File: config.mk
export PLATFORM = sky130hd
export DESIGN_NAME = tach_rpm_dwell_averager_core
export DESIGN_NICKNAME = d
export VERILOG_FILES = /design/src/sv/tach_pkg.sv /design/src/sv/tach_front.sv /design/src/sv/tach_fifo.sv /design/src/sv/tach_div.sv /design/src/sv/tach_back.sv /design/src/sv/tach_rpm_dwell_averager_core.sv
export SDC_FILE = /design/constraint.sdc
export NUM_CORES = 2
export LEC_CHECK = 0
export ABC_AREA = 1
export BUFFER_PORTS_ARGS = -buffer_cell sky130_fd_sc_hd__buf_2
export CELL_PAD_IN_SITES_DETAIL_PLACEMENT = 1
export CELL_PAD_IN_SITES_GLOBAL_PLACEMENT = 2
export CORE_MARGIN = 4
export CORE_UTILIZATION = 41
export DETAILED_ROUTE_END_ITERATION = 10
export GPL_TIMING_DRIVEN = 0
export PLACE_DENSITY = 0.79
export SLEW_MARGIN = 20
export SYNTH_ARGS = -nofsm -noshare
export SYNTH_HDL_FRONTEND = slang
export SYNTH_HIERARCHICAL = 1
export SYNTH_SLANG_ARGS = --single-unit
File: constraint.sdc
create_clock -name aclk -period 9.2 [get_ports aclk]
set_input_delay 0 -clock aclk [delete_from_list [all_inputs] [get_ports aclk]]
set_output_delay 0 -clock aclk [all_outputs]
set_load 0.01 [all_outputs]
File: src/sv/tach_pkg.sv
`timescale 1ns / 1ps
`default_nettype none

package tach_pkg;

    // Field widths fixed by the item and result formats.
    localparam int TIME_W     = 16;
    localparam int PERIOD_W   = TIME_W + 1;
    localparam int NUM_W      = 32;
    localparam int MULT_W     = 16;
    localparam int RPM_W      = 16;
    localparam int DWELL_W    = 8;
    localparam int DIV_CNT_W  = $clog2(NUM_W);

    // Stream widths.
    localparam int S_DATA_W   = 2 * TIME_W;
    localparam int S_USER_W   = 2;
    localparam int M_DATA_W   = RPM_W + DWELL_W;

    // Configuration port.
    localparam int CFG_DATA_W = 32;
    localparam int PADDR_W    = 4;
    localparam int REG_IDX_W  = 2;

    localparam logic [REG_IDX_W-1:0] REG_RPM_DIVIDEND     = 2'd0;
    localparam logic [REG_IDX_W-1:0] REG_DWELL_MULTIPLIER = 2'd1;
    localparam logic [REG_IDX_W-1:0] REG_DWELL_OFFSET     = 2'd2;

    // Item kinds carried in the lowest tuser bit.
    localparam logic KIND_CAPTURE = 1'b0;
    localparam logic KIND_CLEAR   = 1'b1;

    // Queue between the front and back parts.
    localparam int QUEUE_DEPTH = 2;

    // Defaults of the averaging window.
    localparam int DEF_AVG_DEPTH = 8;
    localparam int DEF_AVG_SHIFT = 3;

    typedef struct packed {
        logic [NUM_W-1:0]  rpm_dividend;
        logic [MULT_W-1:0] dwell_multiplier;
        logic [TIME_W-1:0] dwell_offset;
    } cfg_t;

    // One classified item, ready for the dividers.
    typedef struct packed {
        logic                kind;
        logic                overflowed;
        logic [PERIOD_W-1:0] period;
        logic [NUM_W-1:0]    rpm_num;
        logic [NUM_W-1:0]    dwell_num;
    } q_entry_t;

endpackage

`default_nettype wire

File: src/sv/tach_front.sv
`timescale 1ns / 1ps
`default_nettype none

module tach_front (
    input  wire logic                      aclk,
    input  wire logic                      aresetn,
    input  wire logic                      s_tvalid,
    output logic                           s_tready,
    input  wire logic [tach_pkg::S_DATA_W-1:0] s_tdata,
    input  wire logic [tach_pkg::S_USER_W-1:0] s_tuser,
    input  wire tach_pkg::cfg_t            cfg,
    output tach_pkg::q_entry_t             push_data,
    output logic                           push_valid,
    input  wire logic                      push_ready
);
    import tach_pkg::*;

    q_entry_t            entry_reg, entry_next;
    logic                valid_reg, valid_next;
    logic [TIME_W-1:0]   high_time;
    logic [TIME_W-1:0]   low_time;
    logic [PERIOD_W-1:0] high_offset;
    logic [PERIOD_W+MULT_W-1:0] dwell_prod;
    logic                accept;

    // The stage frees up when its beat moves into the queue.
    assign s_tready = !valid_reg || push_ready;
    assign accept   = s_tvalid && s_tready;

    assign high_time = s_tdata[TIME_W-1:0];
    assign low_time  = s_tdata[2*TIME_W-1:TIME_W];

    // Period and the dwell numerator; the product wraps to 32 bits.
    assign high_offset = {1'b0, high_time} + {1'b0, cfg.dwell_offset};
    assign dwell_prod  = high_offset * cfg.dwell_multiplier;

    always_comb begin
        entry_next = entry_reg;
        valid_next = valid_reg;
        if (push_valid && push_ready) begin
            valid_next = 1'b0;
        end
        if (accept) begin
            entry_next.kind       = s_tuser[0];
            entry_next.overflowed = s_tuser[1];
            entry_next.period     = {1'b0, high_time} + {1'b0, low_time};
            entry_next.rpm_num    = cfg.rpm_dividend;
            entry_next.dwell_num  = dwell_prod[NUM_W-1:0];
            valid_next            = 1'b1;
        end
    end

    always_ff @(posedge aclk) begin
        if (!aresetn) begin
            valid_reg <= 1'b0;
        end else begin
            valid_reg <= valid_next;
        end
    end

    always_ff @(posedge aclk) begin
        entry_reg <= entry_next;
    end

    assign push_valid = valid_reg;
    assign push_data  = entry_reg;

endmodule

`default_nettype wire

File: src/sv/tach_fifo.sv
`timescale 1ns / 1ps
`default_nettype none

module tach_fifo (
    input  wire logic           aclk,
    input  wire logic           aresetn,
    input  wire tach_pkg::q_entry_t push_data,
    input  wire logic           push_valid,
    output logic                push_ready,
    output tach_pkg::q_entry_t  pop_data,
    output logic                pop_valid,
    input  wire logic           pop_ready
);
    import tach_pkg::*;

    localparam int PTR_W = (QUEUE_DEPTH > 1) ? $clog2(QUEUE_DEPTH) : 1;
    localparam int CNT_W = $clog2(QUEUE_DEPTH + 1);

    q_entry_t         slots_reg [QUEUE_DEPTH];
    logic [PTR_W-1:0] wr_ptr_reg, wr_ptr_next;
    logic [PTR_W-1:0] rd_ptr_reg, rd_ptr_next;
    logic [CNT_W-1:0] count_reg, count_next;
    logic             do_push;
    logic             do_pop;

    assign push_ready = (count_reg != CNT_W'(QUEUE_DEPTH));
    assign pop_valid  = (count_reg != '0);
    assign pop_data   = slots_reg[rd_ptr_reg];
    assign do_push    = push_valid && push_ready;
    assign do_pop     = pop_valid && pop_ready;

    // Pointer and fill count update.
    always_comb begin
        wr_ptr_next = wr_ptr_reg;
        rd_ptr_next = rd_ptr_reg;
        count_next  = count_reg;
        if (do_push) begin
            wr_ptr_next = (wr_ptr_reg == PTR_W'(QUEUE_DEPTH - 1)) ? '0 : wr_ptr_reg + 1'b1;
        end
        if (do_pop) begin
            rd_ptr_next = (rd_ptr_reg == PTR_W'(QUEUE_DEPTH - 1)) ? '0 : rd_ptr_reg + 1'b1;
        end
        if (do_push && !do_pop) begin
            count_next = count_reg + 1'b1;
        end else if (do_pop && !do_push) begin
            count_next = count_reg - 1'b1;
        end
    end

    always_ff @(posedge aclk) begin
        if (!aresetn) begin
            wr_ptr_reg <= '0;
            rd_ptr_reg <= '0;
            count_reg  <= '0;
        end else begin
            wr_ptr_reg <= wr_ptr_next;
            rd_ptr_reg <= rd_ptr_next;
            count_reg  <= count_next;
        end
    end

    always_ff @(posedge aclk) begin
        if (do_push) begin
            slots_reg[wr_ptr_reg] <= push_data;
        end
    end

endmodule

`default_nettype wire

File: src/sv/tach_div.sv
`timescale 1ns / 1ps
`default_nettype none

module tach_div (
    input  wire logic                          aclk,
    input  wire logic                          aresetn,
    input  wire logic                          start,
    input  wire logic [tach_pkg::NUM_W-1:0]    numer,
    input  wire logic [tach_pkg::PERIOD_W-1:0] denom,
    output logic                               done,
    output logic [tach_pkg::NUM_W-1:0]         quot
);
    import tach_pkg::*;

    logic [NUM_W-1:0]     num_reg, num_next;
    logic [PERIOD_W-1:0]  den_reg, den_next;
    logic [PERIOD_W-1:0]  rem_reg, rem_next;
    logic [DIV_CNT_W-1:0] cnt_reg, cnt_next;
    logic                 busy_reg, busy_next;
    logic                 done_reg, done_next;
    logic [PERIOD_W:0]    rem_shift;
    logic [PERIOD_W:0]    diff;

    // One restoring step per cycle. For a nonzero divisor the remainder stays
    // below it, and a zero divisor makes every quotient bit one.
    assign rem_shift = {rem_reg, num_reg[NUM_W-1]};
    assign diff      = rem_shift - {1'b0, den_reg};

    always_comb begin
        num_next  = num_reg;
        den_next  = den_reg;
        rem_next  = rem_reg;
        cnt_next  = cnt_reg;
        busy_next = busy_reg;
        done_next = 1'b0;
        if (start) begin
            num_next  = numer;
            den_next  = denom;
            rem_next  = '0;
            cnt_next  = '0;
            busy_next = 1'b1;
        end else if (busy_reg) begin
            if (!diff[PERIOD_W] || (den_reg == '0)) begin
                rem_next = diff[PERIOD_W-1:0];
                num_next = {num_reg[NUM_W-2:0], 1'b1};
            end else begin
                rem_next = rem_shift[PERIOD_W-1:0];
                num_next = {num_reg[NUM_W-2:0], 1'b0};
            end
            cnt_next = cnt_reg + 1'b1;
            if (cnt_reg == DIV_CNT_W'(NUM_W - 1)) begin
                busy_next = 1'b0;
                done_next = 1'b1;
            end
        end
    end

    always_ff @(posedge aclk) begin
        if (!aresetn) begin
            busy_reg <= 1'b0;
            done_reg <= 1'b0;
            cnt_reg  <= '0;
        end else begin
            busy_reg <= busy_next;
            done_reg <= done_next;
            cnt_reg  <= cnt_next;
        end
    end

    always_ff @(posedge aclk) begin
        num_reg <= num_next;
        den_reg <= den_next;
        rem_reg <= rem_next;
    end

    assign done = done_reg;
    assign quot = num_reg;

endmodule

`default_nettype wire

File: src/sv/tach_back.sv
`timescale 1ns / 1ps
`default_nettype none

module tach_back #(
    parameter int AVG_DEPTH = tach_pkg::DEF_AVG_DEPTH,
    parameter int AVG_SHIFT = tach_pkg::DEF_AVG_SHIFT
) (
    input  wire logic                          aclk,
    input  wire logic                          aresetn,
    input  wire tach_pkg::q_entry_t            pop_data,
    input  wire logic                          pop_valid,
    output logic                               pop_ready,
    output logic                               m_tvalid,
    input  wire logic                          m_tready,
    output logic [tach_pkg::M_DATA_W-1:0]      m_tdata
);
    import tach_pkg::*;

    localparam int IDX_W   = $clog2(AVG_DEPTH);
    localparam int SUM_R_W = RPM_W + IDX_W;
    localparam int SUM_D_W = DWELL_W + IDX_W;

    typedef enum logic [2:0] {
        ST_IDLE = 3'b001,
        ST_DIV  = 3'b010,
        ST_RES  = 3'b100
    } back_state_t;

    back_state_t          state_reg, state_next;
    logic                 ovf_reg, ovf_next;
    logic [IDX_W-1:0]     widx_reg, widx_next;
    logic [AVG_DEPTH-1:0] valid_reg, valid_next;
    logic [SUM_R_W-1:0]   sum_rpm_reg, sum_rpm_next;
    logic [SUM_D_W-1:0]   sum_dw_reg, sum_dw_next;
    logic                 m_tvalid_reg, m_tvalid_next;
    logic [M_DATA_W-1:0]  m_tdata_reg, m_tdata_next;

    // History rings, read every cycle at the write position.
    logic [RPM_W-1:0]     rpm_mem [AVG_DEPTH];
    logic [DWELL_W-1:0]   dwell_mem [AVG_DEPTH];
    logic [RPM_W-1:0]     rd_rpm_reg;
    logic [DWELL_W-1:0]   rd_dw_reg;
    logic                 mem_we;

    logic                 div_start;
    logic                 rpm_done;
    logic                 dw_done;
    logic [NUM_W-1:0]     rpm_quot;
    logic [NUM_W-1:0]     dw_quot;
    logic [RPM_W-1:0]     rpm_sample;
    logic [DWELL_W-1:0]   dw_sample;
    logic [RPM_W-1:0]     old_rpm;
    logic [DWELL_W-1:0]   old_dw;
    logic [SUM_R_W-1:0]   rpm_shifted;
    logic [SUM_D_W-1:0]   dw_shifted;
    logic                 out_free;

    tach_div u_rpm_div (
        .aclk    (aclk),
        .aresetn (aresetn),
        .start   (div_start),
        .numer   (pop_data.rpm_num),
        .denom   (pop_data.period),
        .done    (rpm_done),
        .quot    (rpm_quot)
    );

    tach_div u_dwell_div (
        .aclk    (aclk),
        .aresetn (aresetn),
        .start   (div_start),
        .numer   (pop_data.dwell_num),
        .denom   (pop_data.period),
        .done    (dw_done),
        .quot    (dw_quot)
    );

    assign rpm_sample = rpm_quot[RPM_W-1:0];
    assign dw_sample  = dw_quot[DWELL_W-1:0];

    // A slot not written since the last clear reads as zero.
    assign old_rpm = valid_reg[widx_reg] ? rd_rpm_reg : '0;
    assign old_dw  = valid_reg[widx_reg] ? rd_dw_reg : '0;

    assign rpm_shifted = sum_rpm_reg >> AVG_SHIFT;
    assign dw_shifted  = sum_dw_reg >> AVG_SHIFT;
    assign out_free    = !m_tvalid_reg || m_tready;

    // Sequencer: take an item, divide or clear, update sums, report.
    always_comb begin
        state_next    = state_reg;
        ovf_next      = ovf_reg;
        widx_next     = widx_reg;
        valid_next    = valid_reg;
        sum_rpm_next  = sum_rpm_reg;
        sum_dw_next   = sum_dw_reg;
        m_tvalid_next = m_tvalid_reg;
        m_tdata_next  = m_tdata_reg;
        pop_ready     = 1'b0;
        div_start     = 1'b0;
        mem_we        = 1'b0;

        if (m_tvalid_reg && m_tready) begin
            m_tvalid_next = 1'b0;
        end

        unique case (state_reg)
            ST_IDLE: begin
                if (pop_valid) begin
                    pop_ready = 1'b1;
                    ovf_next  = pop_data.overflowed;
                    if (pop_data.kind == KIND_CLEAR) begin
                        valid_next   = '0;
                        sum_rpm_next = '0;
                        sum_dw_next  = '0;
                        state_next   = ST_RES;
                    end else begin
                        div_start  = 1'b1;
                        state_next = ST_DIV;
                    end
                end
            end
            ST_DIV: begin
                if (rpm_done && dw_done) begin
                    mem_we               = 1'b1;
                    valid_next[widx_reg] = 1'b1;
                    sum_rpm_next = sum_rpm_reg - SUM_R_W'(old_rpm) + SUM_R_W'(rpm_sample);
                    sum_dw_next  = sum_dw_reg - SUM_D_W'(old_dw) + SUM_D_W'(dw_sample);
                    widx_next    = (widx_reg == IDX_W'(AVG_DEPTH - 1)) ? '0
                                                                       : widx_reg + 1'b1;
                    state_next   = ST_RES;
                end
            end
            ST_RES: begin
                if (out_free) begin
                    m_tvalid_next = 1'b1;
                    if (ovf_reg) begin
                        m_tdata_next = '0;
                    end else begin
                        m_tdata_next = {dw_shifted[DWELL_W-1:0], rpm_shifted[RPM_W-1:0]};
                    end
                    state_next = ST_IDLE;
                end
            end
            default: begin
                state_next = ST_IDLE;
            end
        endcase
    end

    always_ff @(posedge aclk) begin
        if (!aresetn) begin
            state_reg    <= ST_IDLE;
            widx_reg     <= '0;
            valid_reg    <= '0;
            sum_rpm_reg  <= '0;
            sum_dw_reg   <= '0;
            m_tvalid_reg <= 1'b0;
        end else begin
            state_reg    <= state_next;
            widx_reg     <= widx_next;
            valid_reg    <= valid_next;
            sum_rpm_reg  <= sum_rpm_next;
            sum_dw_reg   <= sum_dw_next;
            m_tvalid_reg <= m_tvalid_next;
        end
    end

    always_ff @(posedge aclk) begin
        ovf_reg     <= ovf_next;
        m_tdata_reg <= m_tdata_next;
    end

    // Ring storage with registered read.
    always_ff @(posedge aclk) begin
        if (mem_we) begin
            rpm_mem[widx_reg]   <= rpm_sample;
            dwell_mem[widx_reg] <= dw_sample;
        end
        rd_rpm_reg <= rpm_mem[widx_reg];
        rd_dw_reg  <= dwell_mem[widx_reg];
    end

    assign m_tvalid = m_tvalid_reg;
    assign m_tdata  = m_tdata_reg;

endmodule

`default_nettype wire

File: src/sv/tach_rpm_dwell_averager_core.sv
// Tachometer core: turns captured ignition pulse durations into averaged
// rpm and dwell readings.
//
// Input stream (s_*): one beat per pulse with high and low times in tdata
// and kind plus the timer-overflow flag in tuser. A clear beat empties both
// history rings. Output stream (m_*): exactly one beat per input beat with
// rpm and dwell; both read zero while the overflow flag of that beat is set.
// Configuration (APB, 32-bit data): rpm_dividend 0x0, dwell_multiplier 0x4,
// dwell_offset 0x8; users write only while the core is idle (unenforced).
//
// The front register and queue feed the back part, which divides a capture
// beat or empties the rings for a clear one and registers the result. The
// back part takes one item at a time, captures paced by the two 32-step
// serial dividers. A two-entry queue lets the front take further beats while
// a result waits. When the receiver stalls, the result holds in the output
// register and the input stalls once the front register and queue are full.
// Reset clears the rings (through valid bits), the sums, write position and
// the configuration registers; the core takes beats right after reset.
`timescale 1ns / 1ps
`default_nettype none

module tach_rpm_dwell_averager_core #(
    parameter int AVG_DEPTH = tach_pkg::DEF_AVG_DEPTH,
    parameter int AVG_SHIFT = tach_pkg::DEF_AVG_SHIFT
) (
    input  wire logic                            aclk,
    input  wire logic                            aresetn,
    // s_tdata: high_time [15:0], low_time [31:16]
    input  wire logic                            s_tvalid,
    output logic                                 s_tready,
    input  wire logic [tach_pkg::S_DATA_W-1:0]   s_tdata,
    // s_tuser: kind [0], overflowed [1]
    input  wire logic [tach_pkg::S_USER_W-1:0]   s_tuser,
    // m_tdata: rpm [15:0], dwell [23:16]
    output logic                                 m_tvalid,
    input  wire logic                            m_tready,
    output logic [tach_pkg::M_DATA_W-1:0]        m_tdata,
    input  wire logic                            psel,
    input  wire logic                            penable,
    input  wire logic                            pwrite,
    input  wire logic [tach_pkg::PADDR_W-1:0]    paddr,
    input  wire logic [tach_pkg::CFG_DATA_W-1:0] pwdata,
    output logic [tach_pkg::CFG_DATA_W-1:0]      prdata,
    output logic                                 pready
);
    import tach_pkg::*;

    cfg_t                 cfg_reg, cfg_next;
    logic                 cfg_write;
    logic [REG_IDX_W-1:0] reg_idx;

    q_entry_t             push_data;
    logic                 push_valid;
    logic                 push_ready;
    q_entry_t             pop_data;
    logic                 pop_valid;
    logic                 pop_ready;

    // Configuration registers.
    assign pready    = 1'b1;
    assign reg_idx   = paddr[PADDR_W-1:PADDR_W-REG_IDX_W];
    assign cfg_write = psel && penable && pwrite && pready;

    always_comb begin
        cfg_next = cfg_reg;
        if (cfg_write) begin
            unique case (reg_idx)
                REG_RPM_DIVIDEND:     cfg_next.rpm_dividend     = pwdata;
                REG_DWELL_MULTIPLIER: cfg_next.dwell_multiplier = pwdata[MULT_W-1:0];
                REG_DWELL_OFFSET:     cfg_next.dwell_offset     = pwdata[TIME_W-1:0];
                default:              cfg_next = cfg_reg;
            endcase
        end
    end

    always_ff @(posedge aclk) begin
        if (!aresetn) begin
            cfg_reg <= '0;
        end else begin
            cfg_reg <= cfg_next;
        end
    end

    // Register read-back.
    always_comb begin
        unique case (reg_idx)
            REG_RPM_DIVIDEND:     prdata = cfg_reg.rpm_dividend;
            REG_DWELL_MULTIPLIER: prdata = CFG_DATA_W'(cfg_reg.dwell_multiplier);
            REG_DWELL_OFFSET:     prdata = CFG_DATA_W'(cfg_reg.dwell_offset);
            default:              prdata = '0;
        endcase
    end

    tach_front u_front (
        .aclk       (aclk),
        .aresetn    (aresetn),
        .s_tvalid   (s_tvalid),
        .s_tready   (s_tready),
        .s_tdata    (s_tdata),
        .s_tuser    (s_tuser),
        .cfg        (cfg_reg),
        .push_data  (push_data),
        .push_valid (push_valid),
        .push_ready (push_ready)
    );

    tach_fifo u_fifo (
        .aclk       (aclk),
        .aresetn    (aresetn),
        .push_data  (push_data),
        .push_valid (push_valid),
        .push_ready (push_ready),
        .pop_data   (pop_data),
        .pop_valid  (pop_valid),
        .pop_ready  (pop_ready)
    );

    tach_back #(
        .AVG_DEPTH (AVG_DEPTH),
        .AVG_SHIFT (AVG_SHIFT)
    ) u_back (
        .aclk      (aclk),
        .aresetn   (aresetn),
        .pop_data  (pop_data),
        .pop_valid (pop_valid),
        .pop_ready (pop_ready),
        .m_tvalid  (m_tvalid),
        .m_tready  (m_tready),
        .m_tdata   (m_tdata)
    );

endmodule

`default_nettype wire
Word level (Yosys, flattened, before mapping):

Memory sizes are Yosys's and may differ from the RTL's. A register that Yosys moved wholly into a read port is not among the register bits.
Cells that the tools add are included.
W data, S select, Z words.

* logic and storage cells: 171
* memories: 3
* bits in writable memories: 358
* output and inout bits: 59
* bits in registers: 351

* $lt $le $gt $ge: 2
* bitwise logic cells: 4
* add/sub/neg operators: 15
* equal/unequal tests: 13
* multipliers: 1
* muxes and demuxes: 63
* reductions and logical operators: 39

Memories
* u_fifo.slots_reg: words 2, bits a word 83, read ports 1, clocked after Yosys merged registers in 1, write ports 1, line tach_fifo.sv:19 `q_entry_t slots_reg [QUEUE_DEPTH];`
* u_back.rpm_mem: words 8, bits a word 16, read ports 1, clocked after Yosys merged registers in 1, write ports 1, line tach_back.sv:39 `logic [RPM_W-1:0] rpm_mem [AVG_DEPTH];`
* u_back.dwell_mem: words 8, bits a word 8, read ports 1, clocked after Yosys merged registers in 1, write ports 1, line tach_back.sv:40 `logic [DWELL_W-1:0] dwell_mem [AVG_DEPTH];`

Operator list (count)
* $mux W32: 4
* $pmux W32 S3: 1
* $mux W19: 3
* $pmux W19 S2: 1
* $sub A18 B17 Y18: 2
* $add A16 B16 Y17: 2
* $mux W17: 2
* $mux W11: 3
* $mul A17 B16 Y32: 1
* $mux W1: 32
* $mux W8: 4
* $pmux W11 S2: 1
* $add A19 B16 Y19: 1
* $sub A19 B16 Y19: 1
* $logic_not A17 Y1: 1
* $mux W16: 1
* $pmux W8 S2: 1
* $mux W3: 5
* $reduce_and A2 Y1: 6
* $reduce_bool A2 Y1: 6
* $add A11 B8 Y11: 1
* $sub A11 B8 Y11: 1
* $add A5 B1 Y5 const B: 2
* $eq A5 B5 Y1 const B: 2
* 27 further kinds: 53

Logic depth before layout (Yosys ltp):

* word-level depth: 7
* depth in mapped cells: 38
* gate-level depth less buffers: 38

Cells and area by module:

The synthesis kept the hierarchy.

By module, submodules not included
* tach_front: cells an instance 1621, times used 1, area an instance 13524.2 um^2
* tach_back: cells an instance 1142, times used 1, area an instance 12523.3 um^2
* tach_div: cells an instance 507, times used 2, area an instance 4136.5 um^2
* tach_fifo: cells an instance 295, times used 1, area an instance 6578.8 um^2
* tach_rpm_dwell_averager_core: cells an instance 495, times used 1, area an instance 3089.2 um^2

Worst setup path before layout:

OpenSTA, ideal clock, no wires.

* path kind: flip-flop to flip-flop
* start point: register cfg_reg[0] (netlist name)
* end point: register u_front.entry_reg (netlist bit u_front/push_data[31]), data pin
* required time: 8.948 ns
* arrival time: 6.144 ns
* stages on the path, launching flop included: 34
* slack: 2.804 ns
* clock period less this slack: 6.396 ns
* library setup time: 0.252 ns
* cell sequence: dfxtp_1 -> ha_1 -> inv_1 -> fa_1 -> inv_1 -> nand2_1 -> nand2_1 -> and2_1 -> nand4_1 -> nand3_1 -> nand2_2 -> nand2_2 -> nor2_1 -> fa_1 -> inv_1 -> fa_1 -> inv_1 -> fa_1 -> inv_1 -> fa_1 -> fa_1 -> fa_1 -> inv_1 -> ha_1 -> nand2_1 -> inv_1 -> a21oi_1 -> nand3_1 -> nand2_1 -> inv_1 -> nor2_1 -> inv_1 -> nand2_1 -> nand2_1

* longest elaborated chain between the ends: 2

RTL lines
* from (decl): line tach_rpm_dwell_averager_core.sv:48 `cfg_t cfg_reg, cfg_next;`
* from (signal assigned): line tach_rpm_dwell_averager_core.sv:80 `cfg_reg <= cfg_next;`
* $add A16 B16 Y17: line tach_front.sv:34 `assign high_offset = {1'b0, high_time} + {1'b0, cfg.dwell_offset};`
* $mul A17 B16 Y32: line tach_front.sv:35 `assign dwell_prod = high_offset * cfg.dwell_multiplier;`
* net u_front.dwell_prod[31]: line tach_front.sv:23 `logic [PERIOD_W+MULT_W-1:0] dwell_prod;`
* to (signal assigned): line tach_front.sv:62 `entry_reg <= entry_next;`
* to (decl): line tach_front.sv:18 `q_entry_t entry_reg, entry_next;`

The timed path passes the listed nets, and every way through them passes these cells.
A chain may end at the register's enable or synchronous reset.

Final worst setup path:

Same ends and word-level chain as after synthesis.

==> impl_metrics.yaml <==
cts:
  insertion_delay_ns: 0.68
  clock_sinks: 751
  cts_root_buf: "clkbuf_16"
  numCtsBuffers: 84
  htree_num_levels: 3
  clockBufferDepth: 3
  clkTransAtPathRegs_ns: 0.06
  cts_setup_buffers: 0
  cts_tree: "built"
drt:
  dr.first_iter.drc_count: 1879
  wirelength_mm: 135
  vias: 32611
  drt-pass1-iter-count: 5
  detail-route-antenna-nets: 0
  drc_errors: 0
  wl_per_cell_um: 21.3
  viasPerCell: 5.13
synthesis:
  yosys_warnings: 6
  yosysUniqueCellTypes: 63
  synth_async_sr_flop_share_pct: 0
  synth_edf_count: 564
  synthesis.nets: 5083
  ys_seq_elements: 751
  ys.flop_type: "edfxtp_1"
  synth_cells: 4567
  syn-cell-area_um2: 44000
  postSynthAreaPerCell_um2: 9.63
  ys_seq_area_share_pct: 47.0
timing:
  fin_ws_ns: 1.20
  holdWs_ns: 0.0121
  setup_viol: 0
  maxSlewViolCount: 0
  fin_worst_skew_ns: 0.0437
  worst_pin_slew_ns: 1.13
  tns_ns: 0
  finalCriticalPeriod_ns: 8.00
  hold_viol_final: 0
  relSlewSlack_pct: 24.3
  finalCritPeriodShare_pct: 87.0
  fmax_ghz: 0.125
  rsz0062_at_grt: "false"
floorplanning:
  fp.coreArea_um2: 106000
  num_rows: 119
  dieArea_um2: 113000
  die_h_um: 336
  start_util_pct: 41.6
  ios: 136
  die_width_um: 336
run:
  cap_violations: 0
layout:
  nNetsFinal: 5415
  final_cell_mix: "nand2_1, inv_1, edfxtp_1, nor2_1, nand3_1"
  num_antenna_cells: 0
  drive_above_1_share_pct: 11.4
  largest_reg_flops: 166
  mostFrequentLayoutCell: "nand2_1"
  fill_cells: 11888
  fin_area_um2: 50700
  area_delta_synth_final_pct: 15.3
power:
  power_uw: 10900
  pwr_density_cell_nw_per_um2: 215
  p_leak_uw: 0.0225
  ir_drop_uv: 151
critical_path:
  end_kind: "flip-flop"
  critPathLaunchType: "flip-flop"
  cp_max_fo: 9
  regToRegSetupSlack_ns: 1.20
  cpPeakStageDelay_ns: 0.58
  crit_path_frequent_cell: "inv_1"
  worst_ep_required_time_ns: 9.59
  path_class: "reg -> reg"
  slowest_stage: "fa_1"
  cp.arrival_ns: 8.40
global_route:
  grt_overflow_total: 0
  grt_start_max_net_pins: 33
  grt_use_total_pct: 24.2
  grt_pass1_vias: 34749
  grt_pass1_wl_mm: 208
  antenna_found_initial: 3
placement:
  place_congestion: 0.897
  place_worst_setup_slack_ns: 1.33
  port-buffer-count: 132
  hpwl_mm: 105
  postPlaceCellArea_um2: 47000
outcome:
  status: "finished clean"
hold_path:
  hp-class: "in -> reg"
==> cell families after synthesis <==
| logic type | synth area share, % |
|---|---|
| flip-flops | 47.0 |
| buffers and inverters | 8.04 |
| XOR/XNOR | 1.09 |
| other | 0.00852 |
| multiplexers | 2.72 |
| adder cells (fa/ha/maj) | 16.5 |
| AND/OR/NAND/NOR | 19.9 |
| AO/OA/AOI/OAI | 4.76 |
==> path summary, 6_finish.rpt <==
path                            cells after the start             startpoint                       to
worst min register to register                      0  u_front/push_data[29]  u_fifo/slots_reg[1][29]
worst max-delay path                               33             cfg_reg[0]    u_front/push_data[31]
worst max register to register                     33             cfg_reg[0]    u_front/push_data[31]
worst min-delay path                                3             s_tdata[6]    u_front/push_data[70]
==> critical path, delay by kind of cell (launching register included) <==
kind,cells,cell delay [ns]
buf+inv,9,0.57
simple gates,14,2.26
fa+ha+maj,9,4.16
flops,1,0.44
compound gates,1,0.26
==> power breakdown <==
part / switching (µW) / leakage (µW) / internal [µW]
registers: 268 / 0.00677 / 4200
clock network: 1450 / 0.00137 / 1980
logic: 1990 / 0.0144 / 1030
==> routing by layer <==
metal / vias to the layer above / share of wire [%] / track usage (%)
li1: 15460 / - / -
met1: 16311 / 46 / 33.7
met2: 676 / 47 / 40.4
met3: 164 / 4.5 / 3.54
met4: 0 / 2.1 / 5.08
met5: - / 0 / 0
==> layout make-up <==
type,instances,area [µm²],area share (%)
buffer,132,759,1.50
clock buffer,119,2340,4.62
clock inverter,38,500,0.987
inverter,739,2780,5.48
multi-input combinational,2945,19900,39.2
sequential,751,20700,40.8
tap,1391,1740,3.43
timing repair buffer,246,2030,4.00
==> cell usage after synthesis, types with 10 or more instances <==
cell type | number | area share (%)
nand2_1 | 1056 | 9.0
inv_1 | 715 | 6.1
edfxtp_1 | 564 | 39
nor2_1 | 468 | 4.0
nand3_1 | 270 | 3.1
fa_1 | 235 | 11
ha_1 | 204 | 5.8
dfxtp_1 | 187 | 8.5
a21oi_1 | 170 | 1.9
nand4_1 | 72 | 1.0
mux2_4 | 70 | 2.4
clkbuf_1 | 63 | 0.54
o21ai_0 | 55 | 0.63
buf_2 | 39 | 0.44
xor2_1 | 32 | 0.64
nand2_2 | 31 | 0.44
a22oi_1 | 28 | 0.48
nor3_1 | 27 | 0.31
a221oi_1 | 26 | 0.52
nand3_2 | 23 | 0.52
inv_2 | 21 | 0.18
xnor2_1 | 21 | 0.42
o21bai_1 | 16 | 0.27
nand3b_1 | 14 | 0.24
mux2_2 | 13 | 0.33
a22o_1 | 12 | 0.24
buf_4 | 11 | 0.19
or2_2 | 10 | 0.14
==> metrics by stage <==
step                utilization (%)  std cells
CTS                            47.9       6361
global placement               43.8       6090
global route                   47.9       6361
detailed placement             44.4       6119
finish                         47.9       6361
floorplan                         -       4567
==> what timing repair did <==
action	CTS	global route
hold buffers	85	0
resized for setup	0	0
endpoints found under the hold margin	139	0
Note: power is estimated with default switching activity, not from simulation.
